File: src/sv/atw_pkg.sv
`default_nettype none
// ----------------------------------------------------------------------------
// atw_pkg
// Shared types and constants of the ANSI text terminal writer: screen geometry,
// character codes, register indexes, control state and parser command word.
// ----------------------------------------------------------------------------
package atw_pkg;

   // screen geometry
   localparam int MAX_COLUMNS = 80;
   localparam int MAX_ROWS    = 30;
   localparam int CELL_COUNT  = MAX_COLUMNS * MAX_ROWS;
   localparam int ADDR_W      = 12;
   localparam int COL_W       = 7;
   localparam int ROW_W       = 5;
   localparam int GLYPH_W     = 7;
   localparam int POS_W       = 8;

   // configuration port
   localparam int CSR_INDEX_W = 1;
   localparam int CSR_DATA_W  = 7;
   localparam logic [CSR_INDEX_W-1:0] CSR_COLUMNS = 1'd0;
   localparam logic [CSR_INDEX_W-1:0] CSR_ROWS    = 1'd1;

   localparam logic [COL_W-1:0] COLUMNS_RESET = 7'd80;
   localparam logic [ROW_W-1:0] ROWS_RESET    = 5'd30;

   // character codes
   localparam logic [7:0] ASCII_ESC      = 8'h1B;
   localparam logic [7:0] ASCII_LF       = 8'h0A;
   localparam logic [7:0] ASCII_CR       = 8'h0D;
   localparam logic [7:0] ASCII_0        = 8'h30;
   localparam logic [7:0] ASCII_9        = 8'h39;
   localparam logic [7:0] ASCII_UPPER_A  = 8'h41;
   localparam logic [7:0] ASCII_UPPER_Z  = 8'h5A;
   localparam logic [7:0] ASCII_LOWER_A  = 8'h61;
   localparam logic [7:0] ASCII_LOWER_Z  = 8'h7A;
   localparam logic [7:0] ASCII_LBRACKET = 8'h5B;
   localparam logic [7:0] ASCII_H        = 8'h48;
   localparam logic [7:0] ASCII_F_LOWER  = 8'h66;
   localparam logic [7:0] ASCII_J        = 8'h4A;
   localparam logic [7:0] GLYPH_FIRST    = 8'h20;
   localparam logic [7:0] GLYPH_LAST     = 8'd126;

   // request action codes
   localparam logic ACT_FEED = 1'b0;
   localparam logic ACT_READ = 1'b1;

   // escape parser phase
   typedef enum logic [1:0] {
      PH_IDLE  = 2'd0,
      PH_SEQ   = 2'd1,
      PH_DIGIT = 2'd2,
      PH_INTRO = 2'd3
   } esc_phase_type;

   // main sequencer
   typedef enum logic [2:0] {
      ST_INIT,
      ST_IDLE,
      ST_EXEC,
      ST_READ,
      ST_CLEAR,
      ST_POST,
      ST_SCROLL,
      ST_FINISH
   } state_type;

   // command word from the escape parser for the byte being fed
   typedef struct packed {
      logic             busy;
      logic             set_cursor;
      logic [POS_W-1:0] row;
      logic [POS_W-1:0] col;
      logic             clear_screen;
   } esc_cmd_type;

endpackage
`default_nettype wire

File: src/sv/atw_esc.sv
`default_nettype none
// ----------------------------------------------------------------------------
// atw_esc
// Escape sequence parser. Tracks ESC, the introducer and up to two decimal
// parameters, and decodes cursor position and clear screen at the final letter.
// ----------------------------------------------------------------------------
module atw_esc (
   input  wire logic                  clock,
   input  wire logic                  reset,
   input  wire logic                  step,
   input  wire logic [7:0]            byte_in,
   output atw_pkg::esc_cmd_type       cmd
);

   atw_pkg::esc_phase_type phase_ff, phase_in;
   logic [7:0]  intro_ff, intro_in;
   logic [1:0]  count_ff, count_in;
   logic [15:0] first_ff, first_in;
   logic [15:0] second_ff, second_in;

   logic        is_digit;
   logic        is_letter;
   logic [3:0]  digit;
   logic [1:0]  count_next;
   atw_pkg::esc_phase_type cur_phase;

   // decimal accumulate, saturating at 16 bits
   function automatic logic [15:0] add_digit(input logic [15:0] acc,
                                             input logic [3:0] d);
      logic [19:0] v;
      v = ({4'b0, acc} << 3) + ({4'b0, acc} << 1) + {16'b0, d};
      return (v > 20'd65535) ? 16'hFFFF : v[15:0];
   endfunction

   assign is_digit  = (byte_in >= atw_pkg::ASCII_0) && (byte_in <= atw_pkg::ASCII_9);
   assign is_letter = ((byte_in >= atw_pkg::ASCII_UPPER_A) &&
                       (byte_in <= atw_pkg::ASCII_UPPER_Z)) ||
                      ((byte_in >= atw_pkg::ASCII_LOWER_A) &&
                       (byte_in <= atw_pkg::ASCII_LOWER_Z));
   assign digit      = byte_in[3:0];
   assign count_next = (count_ff == 2'd3) ? 2'd3 : count_ff + 2'd1;

   // parser next state and command decode
   always_comb begin
      phase_in  = phase_ff;
      intro_in  = intro_ff;
      count_in  = count_ff;
      first_in  = first_ff;
      second_in = second_ff;
      cur_phase = phase_ff;
      cmd.busy         = (phase_ff != atw_pkg::PH_IDLE);
      cmd.set_cursor   = 1'b0;
      cmd.clear_screen = 1'b0;
      cmd.row          = 8'(first_ff - 16'd1);
      cmd.col          = 8'(second_ff - 16'd1);

      if (phase_ff == atw_pkg::PH_IDLE) begin
         if (byte_in == atw_pkg::ASCII_ESC) begin
            phase_in = atw_pkg::PH_INTRO;
            intro_in = 8'd0;
            count_in = 2'd0;
         end
      end else begin
         // first byte after ESC is the introducer
         if (phase_ff == atw_pkg::PH_INTRO) begin
            intro_in  = byte_in;
            cur_phase = atw_pkg::PH_SEQ;
         end
         phase_in = cur_phase;
         if (is_letter) begin
            if (intro_in == atw_pkg::ASCII_LBRACKET) begin
               if ((byte_in == atw_pkg::ASCII_H) || (byte_in == atw_pkg::ASCII_F_LOWER)) begin
                  cmd.set_cursor = (count_ff == 2'd2);
               end else if (byte_in == atw_pkg::ASCII_J) begin
                  cmd.clear_screen = (count_ff == 2'd1) && (first_ff == 16'd2);
               end
            end
            phase_in = atw_pkg::PH_IDLE;
         end else if (cur_phase == atw_pkg::PH_SEQ) begin
            // start of a new parameter
            if (is_digit) begin
               count_in = count_next;
               if (count_next == 2'd1) begin
                  first_in = {12'b0, digit};
               end else if (count_next == 2'd2) begin
                  second_in = {12'b0, digit};
               end
               phase_in = atw_pkg::PH_DIGIT;
            end
         end else if (is_digit) begin
            if (count_ff == 2'd1) begin
               first_in = add_digit(first_ff, digit);
            end else if (count_ff == 2'd2) begin
               second_in = add_digit(second_ff, digit);
            end
         end else begin
            phase_in = atw_pkg::PH_SEQ;
         end
      end
   end

   // parser registers
   always_ff @(posedge clock) begin
      if (reset) begin
         phase_ff  <= atw_pkg::PH_IDLE;
         intro_ff  <= 8'd0;
         count_ff  <= 2'd0;
         first_ff  <= 16'd0;
         second_ff <= 16'd0;
      end else if (step) begin
         phase_ff  <= phase_in;
         intro_ff  <= intro_in;
         count_ff  <= count_in;
         first_ff  <= first_in;
         second_ff <= second_in;
      end
   end

endmodule
`default_nettype wire

File: config.mk
export PLATFORM = sky130hd
export DESIGN_NAME = atw_esc
export DESIGN_NICKNAME = d
export VERILOG_FILES = /design/src/sv/atw_pkg.sv /design/src/sv/atw_esc.sv
export SDC_FILE = /design/constraint.sdc
export NUM_CORES = 1
export LEC_CHECK = 0
export BUFFER_PORTS_ARGS = -buffer_cell sky130_fd_sc_hd__buf_4
export CORE_MARGIN = 8
export CORE_UTILIZATION = 55
export CTS_CLUSTER_DIAMETER = 120
export DETAILED_ROUTE_END_ITERATION = 10
export PLACE_DENSITY = 0.74
export SLEW_MARGIN = 30
export SYNTH_ARGS = -nofsm -noshare
export SYNTH_HDL_FRONTEND = slang
export SYNTH_SLANG_ARGS = --single-unit
File: constraint.sdc
create_clock -name clock -period 9.7 [get_ports clock]
set_clock_uncertainty 0.05 [all_clocks]
set_input_delay 0.485 -clock clock [delete_from_list [all_inputs] [get_ports clock]]
set_output_delay 0.485 -clock clock [all_outputs]
set_load 0.02 [all_outputs]
======== Word level (Yosys, flattened, before mapping) ========
Index checks and enable logic that the tools add are counted.
storage, ports and cells
  ROM bits ................................ 0
  input port bits ......................... 11
  register bits after elaboration ......... 44
  bits in latches ......................... 0
  RAM bits ................................ 0
  memories ................................ 0
cells by class
  shift-type cells ........................ 0
  multiply operators ...................... 0
  bitwise gates (word level) .............. 2
  reductions and logical operators ........ 16
  equality and inequality tests ........... 19
  add/sub/neg operators ................... 7
  $lt $le $gt $ge ......................... 8
  div/mod/pow operators ................... 0
  mux-type cells .......................... 41
operators by type and width
  operator              number
  $mux 16               14
  $add 19x17->20        2
  $add 20x4->20         2
  $gt 20x16->1 const B  2
  $eq 8x7->1 const B    4
  $mux 8                4
  $mux 2                14
  $eq 16x2->1 const B   1
  $ge 8x7->1 const B    2
  $le 8x7->1 const B    2
  $sub 8x1->8 const B   2
  $ne 2x1->1 const B    5
  $reduce_bool 2->1     5
  $mux 1                9
  $eq 2x2->1 const B    4
  $eq 8x5->1 const B    1
  $ge 8x6->1 const B    1
  $le 8x6->1 const B    1
  $reduce_and 8->1      1
  $eq 2x1->1 const B    3
  $reduce_and 6->1      1
  $reduce_and 5->1      1
  $logic_and 1x1->1     4
  $add 2x1->2 const B   1
  5 further kinds       7

======== Logic depth before layout (Yosys ltp) ========
Gate-level depths: netlist of run 1.
  word-level depth ........................ 8
  depth in mapped cells ................... 12
  depth with buffers taken out ............ 11

======== Worst setup path after synthesis of run 1 ========
Ideal clock, no wire load.
  path kind ............................... input to register
  start ................................... input byte_in[3]
  end ..................................... register first_ff[1]
  arrival ................................. 3.112 ns
  stages .................................. 11
  path slack .............................. 6.415 ns
  data required time ...................... 9.527 ns
  cells stage by stage .................... fa_1 -> fa_1 -> a211oi_1 -> o21ai_1 -> and3_1 -> or3_1 -> a31oi_1 -> xor2_1 -> and2_4 -> buf_12 -> a21oi_2
between the ends
  word-level cells in the longest chain between the ends .. 6
  elaborated cells between the ends (all ways) .. 18
  classes of those cells .................. add/sub: 1; order compare: 7; mux: 4; bitwise: 1; reduce/logical: 5
ends and longest elaborated chain
  item                  RTL line        source
  start, declared       atw_esc.sv:11   input wire logic [7:0] byte_in,
  $add 20x4->20         atw_esc.sv:31   v = ({4'b0, acc} << 3) + ({4'b0, acc} << 1) + {16'b0, d};
  $gt 20x16->1          atw_esc.sv:32   return (v > 20'd65535) ? 16'hFFFF : v[15:0];
  $mux 16               atw_esc.sv:32
  $mux 16               atw_esc.sv:91   if (count_ff == 2'd1) begin
  $mux 16               atw_esc.sv:90   end else if (is_digit) begin
  $mux 16               atw_esc.sv:79   end else if (cur_phase == atw_pkg::PH_SEQ) begin
  end signal, assigned  atw_esc.sv:114  first_ff <= first_in;
  end, declared         atw_esc.sv:18   logic [15:0] first_ff, first_in;
Several ways; a longest one is shown, not always the timed one. The select of a mux whose other input is x is not followed.
A chain may end at the register's enable or synchronous reset.

======== Worst setup path after layout of run 1 ========
  start ................................... register second_ff[2]
  end ..................................... register second_ff[2]
between the ends
  word-level cells in the longest chain between the ends .. 8
ends and longest elaborated chain
  item                    RTL line        source
  start, declared         atw_esc.sv:19   logic [15:0] second_ff, second_in;
  start signal, assigned  atw_esc.sv:115  second_ff <= second_in;
  $add 19x17->20          atw_esc.sv:31
  $add 20x4->20           atw_esc.sv:31
  $gt 20x16->1            atw_esc.sv:32
  $mux 16                 atw_esc.sv:32
  $mux 16                 atw_esc.sv:93   end else if (count_ff == 2'd2) begin
  $mux 16                 atw_esc.sv:91
  $mux 16                 atw_esc.sv:90
  $mux 16                 atw_esc.sv:79
No other way between the ends. The select of a mux whose other input is x is not followed.

==> impl_results.md, run 1 <==
- Result of the run: complete, no violations
- Top fanout value on the critical path: 14
- Number of resized instances in the post-cts repair step: 0
- Total GRT Usage: between 10% and 20%
- Number of nets with antenna violations after routing: 0
- Number of flops mapped to enable cells by yosys: 0
- Drt first pass iters: 5
- Area fraction of the dominant cell type after synthesis: between 20% and 30%
- Peak supply drop: 44.7 µV
- Maximum number of pins on one net before global-route repair: 33
- Wire length reported by the detailed router: 10300 µm
- Post-CTS Repair Setup Buffers: 0
- Total count of hold-check failures in the final report: 0
- Vias in the first global route: 3818
- CTS root buf: clkbuf_8
- Top cells by area in the synthesized netlist: dfxtp_1, ha_1, a21oi_1
- Number of warnings reported in the yosys synthesis log: 0
- Proportion of power drawn by flip-flops and latches: 59.9%
- Portion of the clock cycle consumed by the worst path in the final layout: 42.8%
- Final setup violation count: 0
- Number of CTS-inserted buffers: 5
- Worst Max-Slew Pin Slew: 0.794 ns
- Number of storage elements in the synthesis netlist: 44
- Avg Inst Size Synth: 8.22 µm²
- Cell count after synthesis: 524
- Synth cell types: 67
- Overall die height: 105 µm
- Number of antenna violations at the first check in global routing: 0
- Initial DRC Count: 153
- Sinks on Clock Net: 44
- R2r setup slk: 5.55 ns
- Initial Util: 56.3%
- TNS Setup: 0 ns
- Post-layout power: 0.303 mW
- Floorplan die width: between 100 and 150 µm
- RSZ-0062 raised after global routing: no
- Number of H-tree levels: 2
- Worst-path clk slew: 0.08 ns
- I/O pin count: 30
- Routability-driven placement congestion ratio: 0.941
- Detail-routed via count per cell: 6.15
- Standard cell core area: 7650 µm²
- Total of hold buffers inserted after clock tree synthesis: 0
- Pint: 0.234 mW
- Hold/Removal Path Class: register to register
- Number of maximum-capacitance violations: 0
- Fmax achieved: 0.241 GHz
- Switching power as a share of total power: 22.7%
- Clk network pwr share: between 30% and 40%
- Worst endpoint required time: 9.84 ns
- Final-stage net count: 618
- Ant. Diodes: 0
- GRT Max-Usage Layer: met2
- Ratio of cells with drive above 1 in the final layout: about a tenth
- Met3 demand-to-capacity share in global routing: approximately 1.6%
- Global-route met1 utilization: 21.3%
- Power density over the cells: roughly 66 nW/µm²
- Netlist area before placement: 4310 µm²
- Global route overflow: 0
- Via count: 3923
- Kind of critical path: register to register
- Met2 layer usage reported by global route: 34.8%
- Leakage component of the power: around 2.1 nW
- Category of the worst setup path capture point: register
- First-pass GRT wire length: 17600 µm
- Share of the core filled with cells: 60.4%
- Count of final max-slew check failures: 0
- Area growth from synthesis to layout: 7.17%
- Core Rows: 32
- Headroom to the max-slew limit: 47.0%
- Number of inserted filler cells in the final layout: 687
- Port-buffer cells: 29
- Async set-reset flop share out of synthesis: 0%
- Leading cell type by number of instances after synthesis: ha_1
- CTS tree: built
- Net switching power of the design: 0.0686 mW
- Synth Net Count: 604
- Area of the die: 10900 µm²
- Sequential element share of the synthesized area: 20.4%
- Clock network latency to the later pin of the worst-skew pair: 0.29 ns
- Number of design rule violations left after detail routing: 0
- Yosys top cell by area: dfxtp_1
- Maximum buffer depth of the clock tree: 2
- Routed wire per std cell: 16.1 µm
- Minimum period implied by the final worst setup slack: 4.15 ns
- Top FF cell, synth: dfxtp_1
- Critical path startpoint category: register
- Gate power share: 6.1%
- HPWL Detailed: 7980 µm
- Most numerous cell types in the synthesized netlist: ha_1, dfxtp_1, a21oi_1, o21ai_0, nor2_1
- Worst EP arrival: between 4 and 5 ns
-- sequential cells by signal, indices dropped and copies added (netlist names) --
name,flops
second_ff,16
first_ff,16
intro_ff,8
count_ff,2
phase_ff,2
-- through the flow --
stage | area [µm²] | hold slack [ns] | cells | setup slack (ns)
after floorplan | 4310 | 0.403 | 524 | 6.42
after global placement | 4550 | 0.422 | 633 | 5.72
after detailed placement | 4550 | 0.426 | 633 | 5.55
after CTS | 4620 | 0.436 | 638 | 5.69
after global routing | 4620 | 0.460 | 638 | 5.36
final | 4620 | 0.437 | 638 | 5.55
-- per-layer routing --
metal | share of wire (%) | routed length, µm
met5 | 0 | 0
met2 | 52 | 5300
met4 | 1.0 | 105
met1 | 45 | 4650
met3 | 1.9 | 196
-- power by group through the flow --
stage	combinational [mW]	sequential, mW	clock, mW
4_1_cts	0.0185	0.181	0.104
2_1_floorplan	0.0104	0.185	0
5_1_grt	0.0204	0.181	0.111
6_report	0.0186	0.181	0.103
3_3_place_gp	0.0180	0.185	0
3_5_place_dp	0.0184	0.185	0
-- critical path, stage by stage (launching register included) --
cell and delay, ns:
dfxtp_1 0.53, fa_1 0.53, ha_1 0.33, a211oi_1 0.35, o21bai_1 0.19, a2111oi_2 0.47
o31ai_1 0.17, xnor2_1 0.19, nand4_1 0.49, or3_1 0.56, o21a_1 0.19
-- logic make-up after synthesis --
logic type	count (synthesis)	synth area share [%]
AO/OA/AOI/OAI	178	27.9
AND/OR/NAND/NOR	153	18.4
adder cells (fa/ha/maj)	69	20.7
flip-flops	44	20.4
XOR/XNOR	39	7.93
buffers and inverters	38	3.89
multiplexers	3	0.726
-- placed cells by master (no fill, tap or decap), types with 7 or more instances in the layout --
cell,Yosys,routed
a211oi_1,9,9
a21o_1,10,10
a21oi_1,42,42
a22oi_1,20,20
and3_1,8,8
buf_4,0,29
dfxtp_1,44,44
ha_1,65,65
inv_1,16,16
nand2_1,32,32
nand3_1,12,12
nor2_1,37,36
nor2b_1,7,7
nor3_1,13,13
o21ai_0,42,42
o21ai_2,7,7
or3_1,7,7
xnor2_1,22,22
xor2_1,17,17
-- cell type report --
| type | instances | area, µm² | share of cell area [%] |
|---|---|---|---|
| Clock buffer | 5 | 68.8 | 1.49 |
| Inverter | 16 | 60.1 | 1.30 |
| Multi-Input combinational cell | 442 | 3260 | 70.7 |
| Sequential cell | 44 | 881 | 19.1 |
| Tap cell | 102 | 128 | 2.76 |
| Timing Repair Buffer | 29 | 218 | 4.72 |
-- path summary, 6_finish.rpt --
kind / start / end / cells past startpoint
max: second_ff[2] / second_ff[2] / 10
min: second_ff[14] / second_ff[14] / 2
max reg2reg: second_ff[2] / second_ff[2] / 10
min reg2reg: second_ff[14] / second_ff[14] / 2
Note: power is estimated with default switching activity, not from simulation.
==> run 2, diff against run 1 <==
--- a/config.mk
+++ b/config.mk
@@ -10,7 +10,7 @@
 export CORE_UTILIZATION = 55
 export CTS_CLUSTER_DIAMETER = 120
 export DETAILED_ROUTE_END_ITERATION = 10
-export PLACE_DENSITY = 0.74
+export PLACE_DENSITY = 0.77
 export SLEW_MARGIN = 30
 export SYNTH_ARGS = -nofsm -noshare
 export SYNTH_HDL_FRONTEND = slang
==> constraint.sdc (replaced) <==
create_clock -name clock -period 3.8 [get_ports clock]
set_clock_uncertainty 0.05 [all_clocks]
set_input_delay 0.19 -clock clock [delete_from_list [all_inputs] [get_ports clock]]
set_output_delay 0.19 -clock clock [all_outputs]
set_load 0.02 [all_outputs]
==> impl_results.md, run 2 (synthesis gave the netlist of run 1 again) <==
- Highest metal used: met4
- Metal1 wirelength: 4670 µm
- Crit-path leading delay family: adder cells
- Sum of buffers and inverters on the critical path: 0
- Commonest non-fill, non-tap cell in the layout: ha_1
- Detail-routed via count per cell: 6.23
- Count of final max-slew check failures: 0
- Cell Count, Final, Fillers Out: 646
- Overall die height: approximately 100 µm
- CTS tree: built
- Power density over the cells: 196 nW/µm²
- Initial Util: 56.3%
- FF+latch area: roughly 900 µm²
- CTS root buf: clkbuf_8
- Number of nets with antenna violations after routing: 0
- Total count of hold-check failures in the final report: 0
- Total stage count of the critical path: 10
- Worst reg2reg path depth: 10
- Minimum period implied by the final worst setup slack: 3.63 ns
- Portion of the clock cycle consumed by the worst path in the final layout: 95.6%
- RSZ-0062 raised after global routing: no
- Global route overflow: 0
- R2r startpoint: first_ff[0]
- Slowest cell on the critical path: fa_1
- HPWL Detailed: 8320 µm
- Launching element of the worst setup path: first_ff[0]
- Core Rows: 32
- Chain of cells forming the critical path: fa_1 > fa_1 > a211oi_1 > o21ai_1 > and3_1 > or3_1 > a31oi_1 > xor2_1 > and2_4 > o21ai_0
- Commonest non-fill, non-tap cells in the layout: ha_1, dfxtp_1, o21ai_0, a21oi_1, nor2_1
- Standard cell core area: 7650 µm²
- Placed cell count: 637
- Maximum number of pins on one net before global-route repair: 33
- Leakage component of the power: 2.18 nW
- Area occupied by multi-input gates: 3260 µm²
- Number of antenna violations at the first check in global routing: 0
- Port-buffer cells: 29
- Final-stage net count: between 600 and 700
- Area growth from synthesis to layout: 9.64%
- Headroom to the max-slew limit: around 54%
- Number of H-tree levels: 2
- Number of CTS-inserted buffers: 5
- Sinks on Clock Net: 44
- R2r setup slk: 0.17 ns
- Number of inserted filler cells in the final layout: 677
- Area of the die: 10900 µm²
- Via count: 4026
- Ant. Diodes: 0
- Regs by FF count: first_ff: 16 flops, second_ff: 16 flops, intro_ff: 8 flops
- Fmax achieved: between 0.2 and 0.3 GHz
- Endpoint of the worst setup timing path: first_ff[4]
- Delay contributed by the slowest stage of the critical path: roughly 0.52 ns
- Worst EP arrival: roughly 3.7 ns
- Routability-driven placement congestion ratio: 0.916
- Ratio of cells with drive above 1 in the final layout: about an eighth
- Worst Max-Slew Pin Slew: 0.690 ns
- Clock network latency to the later pin of the worst-skew pair: 0.30 ns
- Total GRT Usage: 19.5%
- I/O pin count: 30
- Reg2reg end: first_ff[4]
- Critical path startpoint category: register
- Total length of routed met3 wires: 397 µm
- Most common cell type on the critical path: fa_1
- Worst endpoint required time: 3.91 ns
- Instance area at placement: about 4600 µm²
- Floorplan die width: 105 µm
- Vias in the first global route: 3899
- Top fanout value on the critical path: 16
- Number of design rule violations left after detail routing: 0
- Worst-path clk slew: approximately 0.08 ns
- Initial DRC Count: 208
- Wire length reported by the detailed router: ~11000 µm
- Kind of critical path: register to register
- Drt first pass iters: 8
- Cell area after layout: around 4700 µm²
- First-pass GRT wire length: 18300 µm
- Final setup violation count: 0
- TNS Setup: 0 ns
- Maximum buffer depth of the clock tree: 2
- Number of maximum-capacitance violations: 0
- Category of the worst setup path capture point: register
- Routed wire per std cell: between 15 and 20 µm
- Peak supply drop: 151 µV
- Met2 wire length: about 5300 µm
- Result of the run: complete, no violations
- Hold/Removal Path Class: primary input to register
-- run 2: report_power, final --
group / switching [mW] / internal [mW] / leakage (nW)
registers: 0.000629 / 0.461 / 0.355
clock network: 0.156 / 0.259 / 0.0642
logic: 0.0313 / 0.0175 / 1.77
total: 0.188 / 0.737 / 2.18
-- run 2: worst min-delay path by stage --
stage	from	to	slack, ns	cells after the start
4_1_cts	byte_in[7]	intro_ff[7]	0.12	3
6_report	byte_in[7]	intro_ff[7]	0.14	3
2_1_floorplan	byte_in[4]	intro_ff[4]	0.30	2
3_3_place_gp	second_ff[13]	second_ff[13]	0.42	2
3_5_place_dp	second_ff[13]	second_ff[13]	0.43	2
5_1_grt	byte_in[7]	intro_ff[7]	0.15	3
-- run 2: what timing repair did --
item,in CTS,in global routing
hold buffers,0,0
endpoints found under the hold margin,0,0
setup buffers,0,2
endpoints found under the setup margin,0,16
resized for setup,0,1
-- run 2: worst reg2reg max path: stages (launching register included) --
cell	delay, ns
dfxtp_1	0.50
fa_1	0.52
fa_1	0.50
a211oi_1	0.35
o21ai_1	0.18
and3_1	0.22
or3_1	0.38
a31oi_1	0.21
xor2_1	0.16
and2_4	0.30
o21ai_0	0.11
-- run 2: area by class of cell --
type,count,share of cell area (%)
Multi-Input combinational cell,442,69.1
Sequential cell,44,18.7
Timing Repair Buffer,35,5.56
Tap cell,102,2.70
Clock buffer,5,1.46
Clock inverter,2,1.27
Inverter,16,1.27
-- run 2: per-stage QoR --
| step | hold WS (ns) | utilization, % | setup slack, ns | power (mW) |
|---|---|---|---|---|
| final | 0.141 | 61.8 | 0.169 | 0.925 |
| after global routing | 0.153 | 61.8 | 0.00194 | 0.954 |
| after CTS | 0.123 | 61.6 | 0.0578 | 0.935 |
| after detailed placement | 0.428 | 59.9 | 0.0776 | 0.521 |
| after global placement | 0.425 | 59.8 | 0.236 | 0.520 |
| after floorplan | 0.301 | - | 0.595 | 0.499 |
-- run 2: per-layer routing --
layer | GRT usage (%) | up-vias
met4 | 6.62 | 0
li1 | - | 1995
met1 | 23.4 | 1915
met3 | 2.17 | 17
met5 | 0 | -
met2 | 35.0 | 99
==> run 3, diff against run 2 <==
--- a/config.mk
+++ b/config.mk
@@ -5,12 +5,13 @@
 export SDC_FILE = /design/constraint.sdc
 export NUM_CORES = 1
 export LEC_CHECK = 0
+export ABC_AREA = 1
 export BUFFER_PORTS_ARGS = -buffer_cell sky130_fd_sc_hd__buf_4
 export CORE_MARGIN = 8
 export CORE_UTILIZATION = 55
 export CTS_CLUSTER_DIAMETER = 120
 export DETAILED_ROUTE_END_ITERATION = 10
-export PLACE_DENSITY = 0.77
+export PLACE_DENSITY = 0.76
 export SLEW_MARGIN = 30
 export SYNTH_ARGS = -nofsm -noshare
 export SYNTH_HDL_FRONTEND = slang
==> impl_results.md, run 3 <==
- Async set-reset flop share out of synthesis: 0%
- Chain of cells forming the critical path: ha_1 > ha_1 > fa_1 > nand2_1 > nand2_1 > nand3_1 > nand2_1 > nand2_1 > nand2_1 > nand2_1 > nand2_1 > nor2_2 > nand2_1 > nand2_1 > a21oi_1
- Number of inserted filler cells in the final layout: 803
- RSZ-0062 raised after global routing: no
- Number of design rule violations left after detail routing: 0
- Leading cell type by number of instances after synthesis: nand2_1
- Top fanout value on the critical path: 13
- Worst hold endpoint: first_ff[0]
- Initial DRC Count: 277
- Avg Inst Size Synth: around 6.6 µm²
- Core Rows: 34
- Floorplan die width: 111 µm
- CTS root buf: clkbuf_8
- Sinks on Clock Net: 44
- Ratio of cells with drive above 1 in the final layout: 14.1%
- Total count of hold-check failures in the final report: 0
- Top cells by area in the synthesized netlist: nand2_1, dfxtp_1, ha_1
- Minimum period implied by the final worst setup slack: between 3 and 4 ns
- Portion of the clock cycle consumed by the worst path in the final layout: 82.0%
- Cell count after synthesis: 758
- Initial Util: 57.0%
- Number of resized instances in the post-cts repair step: 0
- Detail-routed via count per cell: approximately 5.4
- Netlist area before placement: roughly 5000 µm²
- Delay contributed by the slowest stage of the critical path: 0.52 ns
- Yosys top cell by area: nand2_1
- Sequential element share of the synthesized area: 17.6%
- R2r setup slk: 0.68 ns
- Category of the worst setup path capture point: register
- Regs by FF count: first_ff: 16 flops, second_ff: 16 flops, intro_ff: 8 flops
- Vias in the first global route: roughly 4.4k
- Clock network latency to the later pin of the worst-skew pair: between 0.2 and 0.3 ns
- Worst EP arrival: 3.23 ns
- Area of the die: 12400 µm²
- Routability-driven placement congestion ratio: 0.917
- TNS Setup: 0 ns
- Number of antenna violations at the first check in global routing: 0
- Final-stage net count: 860
- Synth cell types: 45
- Power density over the cells: 154 nW/µm²
- Most common cell type on the critical path: nand2_1
- Synth Net Count: 838
- Number of warnings reported in the yosys synthesis log: 0
- Hold Path Origin: byte_in[0]
- Kind of critical path: register to register
- Number of storage elements in the synthesis netlist: 44
- Routed wire per std cell: 13.3 µm
- Standard cell core area: 8760 µm²
- Reg2reg end: first_ff[1]
- Fmax achieved: 0.321 GHz
- Depth of the worst hold-timing path: 3
- Hold/Removal Path Class: primary input to register
- Peak supply drop: around 170 µV
- R2r startpoint: first_ff[1]
- Wire length reported by the detailed router: 11800 µm
- CTS tree: built
- Via count: approximately 4.8k
- Critical path startpoint category: register
- Maximum buffer depth of the clock tree: 2
- First-pass GRT wire length: 20500 µm
- Global route overflow: 0
- Number of nets with antenna violations after routing: 0
- Share of the core filled with cells: 60.8%
- Top FF cell, synth: dfxtp_1
- Worst-path clk slew: about 0.08 ns
- Total of hold buffers inserted after clock tree synthesis: 0
- Sum of buffers and inverters on the critical path: 0
- Number of H-tree levels: 2
- Total GRT Usage: 18.8%
- Overall die height: approximately 110 µm
- Number of maximum-capacitance violations: 0
- Slowest cell on the critical path: nor2_2
- Commonest non-fill, non-tap cell in the layout: nand2_1
- Most numerous cell types in the synthesized netlist: nand2_1, inv_1, ha_1
- HPWL Detailed: 9510 µm
- Count of final max-slew check failures: 0
- Area fraction of the dominant cell type after synthesis: 18.7%
- Leakage component of the power: 2.91 nW
- Ant. Diodes: 0
- Drt first pass iters: 5
- Number of flops mapped to enable cells by yosys: 0
- Area growth from synthesis to layout: 6.74%
- Post-CTS Repair Setup Buffers: 0
- Port-buffer cells: 29
- Commonest non-fill, non-tap cells in the layout: nand2_1, inv_1, ha_1, a21oi_1, dfxtp_1
- Worst reg2reg path depth: 15
- Crit-path leading delay family: simple AND/OR/NAND/NOR gates
- Maximum number of pins on one net before global-route repair: 38
- Worst Max-Slew Pin Slew: roughly 0.68 ns
- I/O pin count: 30
- Headroom to the max-slew limit: 54.9%
- Worst endpoint required time: 3.92 ns
- Number of CTS-inserted buffers: 5
- Final setup violation count: 0
- Result of the run: complete, no violations
==> run 3: cell families after synthesis <==
family          after synthesis  share of synthesized area, %
compound gates              104                          12.6
xor+xnor                     30                          5.26
fa+ha+maj                    69                          17.9
buf+inv                     115                          10.3
flops                        44                          17.6
simple gates                396                          36.3
==> run 3: area by class of cell <==
cell class	instances	area, µm²	area share, %
clock buffers	6	82.6	1.55
clock inverters	2	15.0	0.282
inverters	100	390	7.33
multi-input cells	599	3600	67.5
flip-flops and latches	44	881	16.5
well taps	108	135	2.54
repair buffers	30	225	4.23
==> run 3: worst max-delay path by stage <==
stage	from	endpoint	slack [ns]	depth (start not counted)
2_1_floorplan	second_ff[2]	second_ff[10]	1.26	15
3_5_place_dp	first_ff[2]	first_ff[2]	0.75	14
5_1_grt	first_ff[1]	first_ff[1]	0.44	15
6_report	first_ff[1]	first_ff[1]	0.68	15
4_1_cts	first_ff[2]	first_ff[1]	0.72	14
3_3_place_gp	first_ff[2]	first_ff[2]	0.83	14
==> run 3: power breakdown <==
| part | internal, mW | total [mW] | switching, mW |
|---|---|---|---|
| clock | 0.147 | 0.310 | 0.162 |
| combinational | 0.0158 | 0.0517 | 0.0359 |
| sequential | 0.461 | 0.461 | 0.000244 |
| total | 0.624 | 0.823 | 0.199 |
==> run 3: per-layer routing <==
| layer | GRT usage, % | up-vias | share of wire (%) |
|---|---|---|---|
| li1 | - | 2492 | - |
| met1 | 25.1 | 2139 | 48 |
| met2 | 31.1 | 111 | 47 |
| met3 | 2.38 | 19 | 4.3 |
| met4 | 4.71 | 0 | 1.5 |
| met5 | 0 | - | 0 |
==> run 3: metrics by stage <==
step	std cells	instance area, µm²	setup WS [ns]	total power, mW	hold slack, ns
2_1_floorplan	758	4990	1.26	0.503	0.312
3_3_place_gp	881	5230	0.827	0.524	0.400
3_5_place_dp	881	5230	0.749	0.523	0.404
4_1_cts	889	5330	0.719	0.828	0.164
5_1_grt	889	5330	0.440	0.852	0.176
6_report	889	5330	0.684	0.823	0.169
==> run 3: worst reg2reg max path, stage by stage (launching register included) <==
cell and delay, ns:
dfxtp_1 0.48, ha_1 0.29, ha_1 0.26, fa_1 0.42, nand2_1 0.07, nand2_1 0.08
nand3_1 0.08, nand2_1 0.09, nand2_1 0.09, nand2_1 0.05, nand2_1 0.05, nand2_1 0.05
nor2_2 0.52, nand2_1 0.14, nand2_1 0.17, a21oi_1 0.09
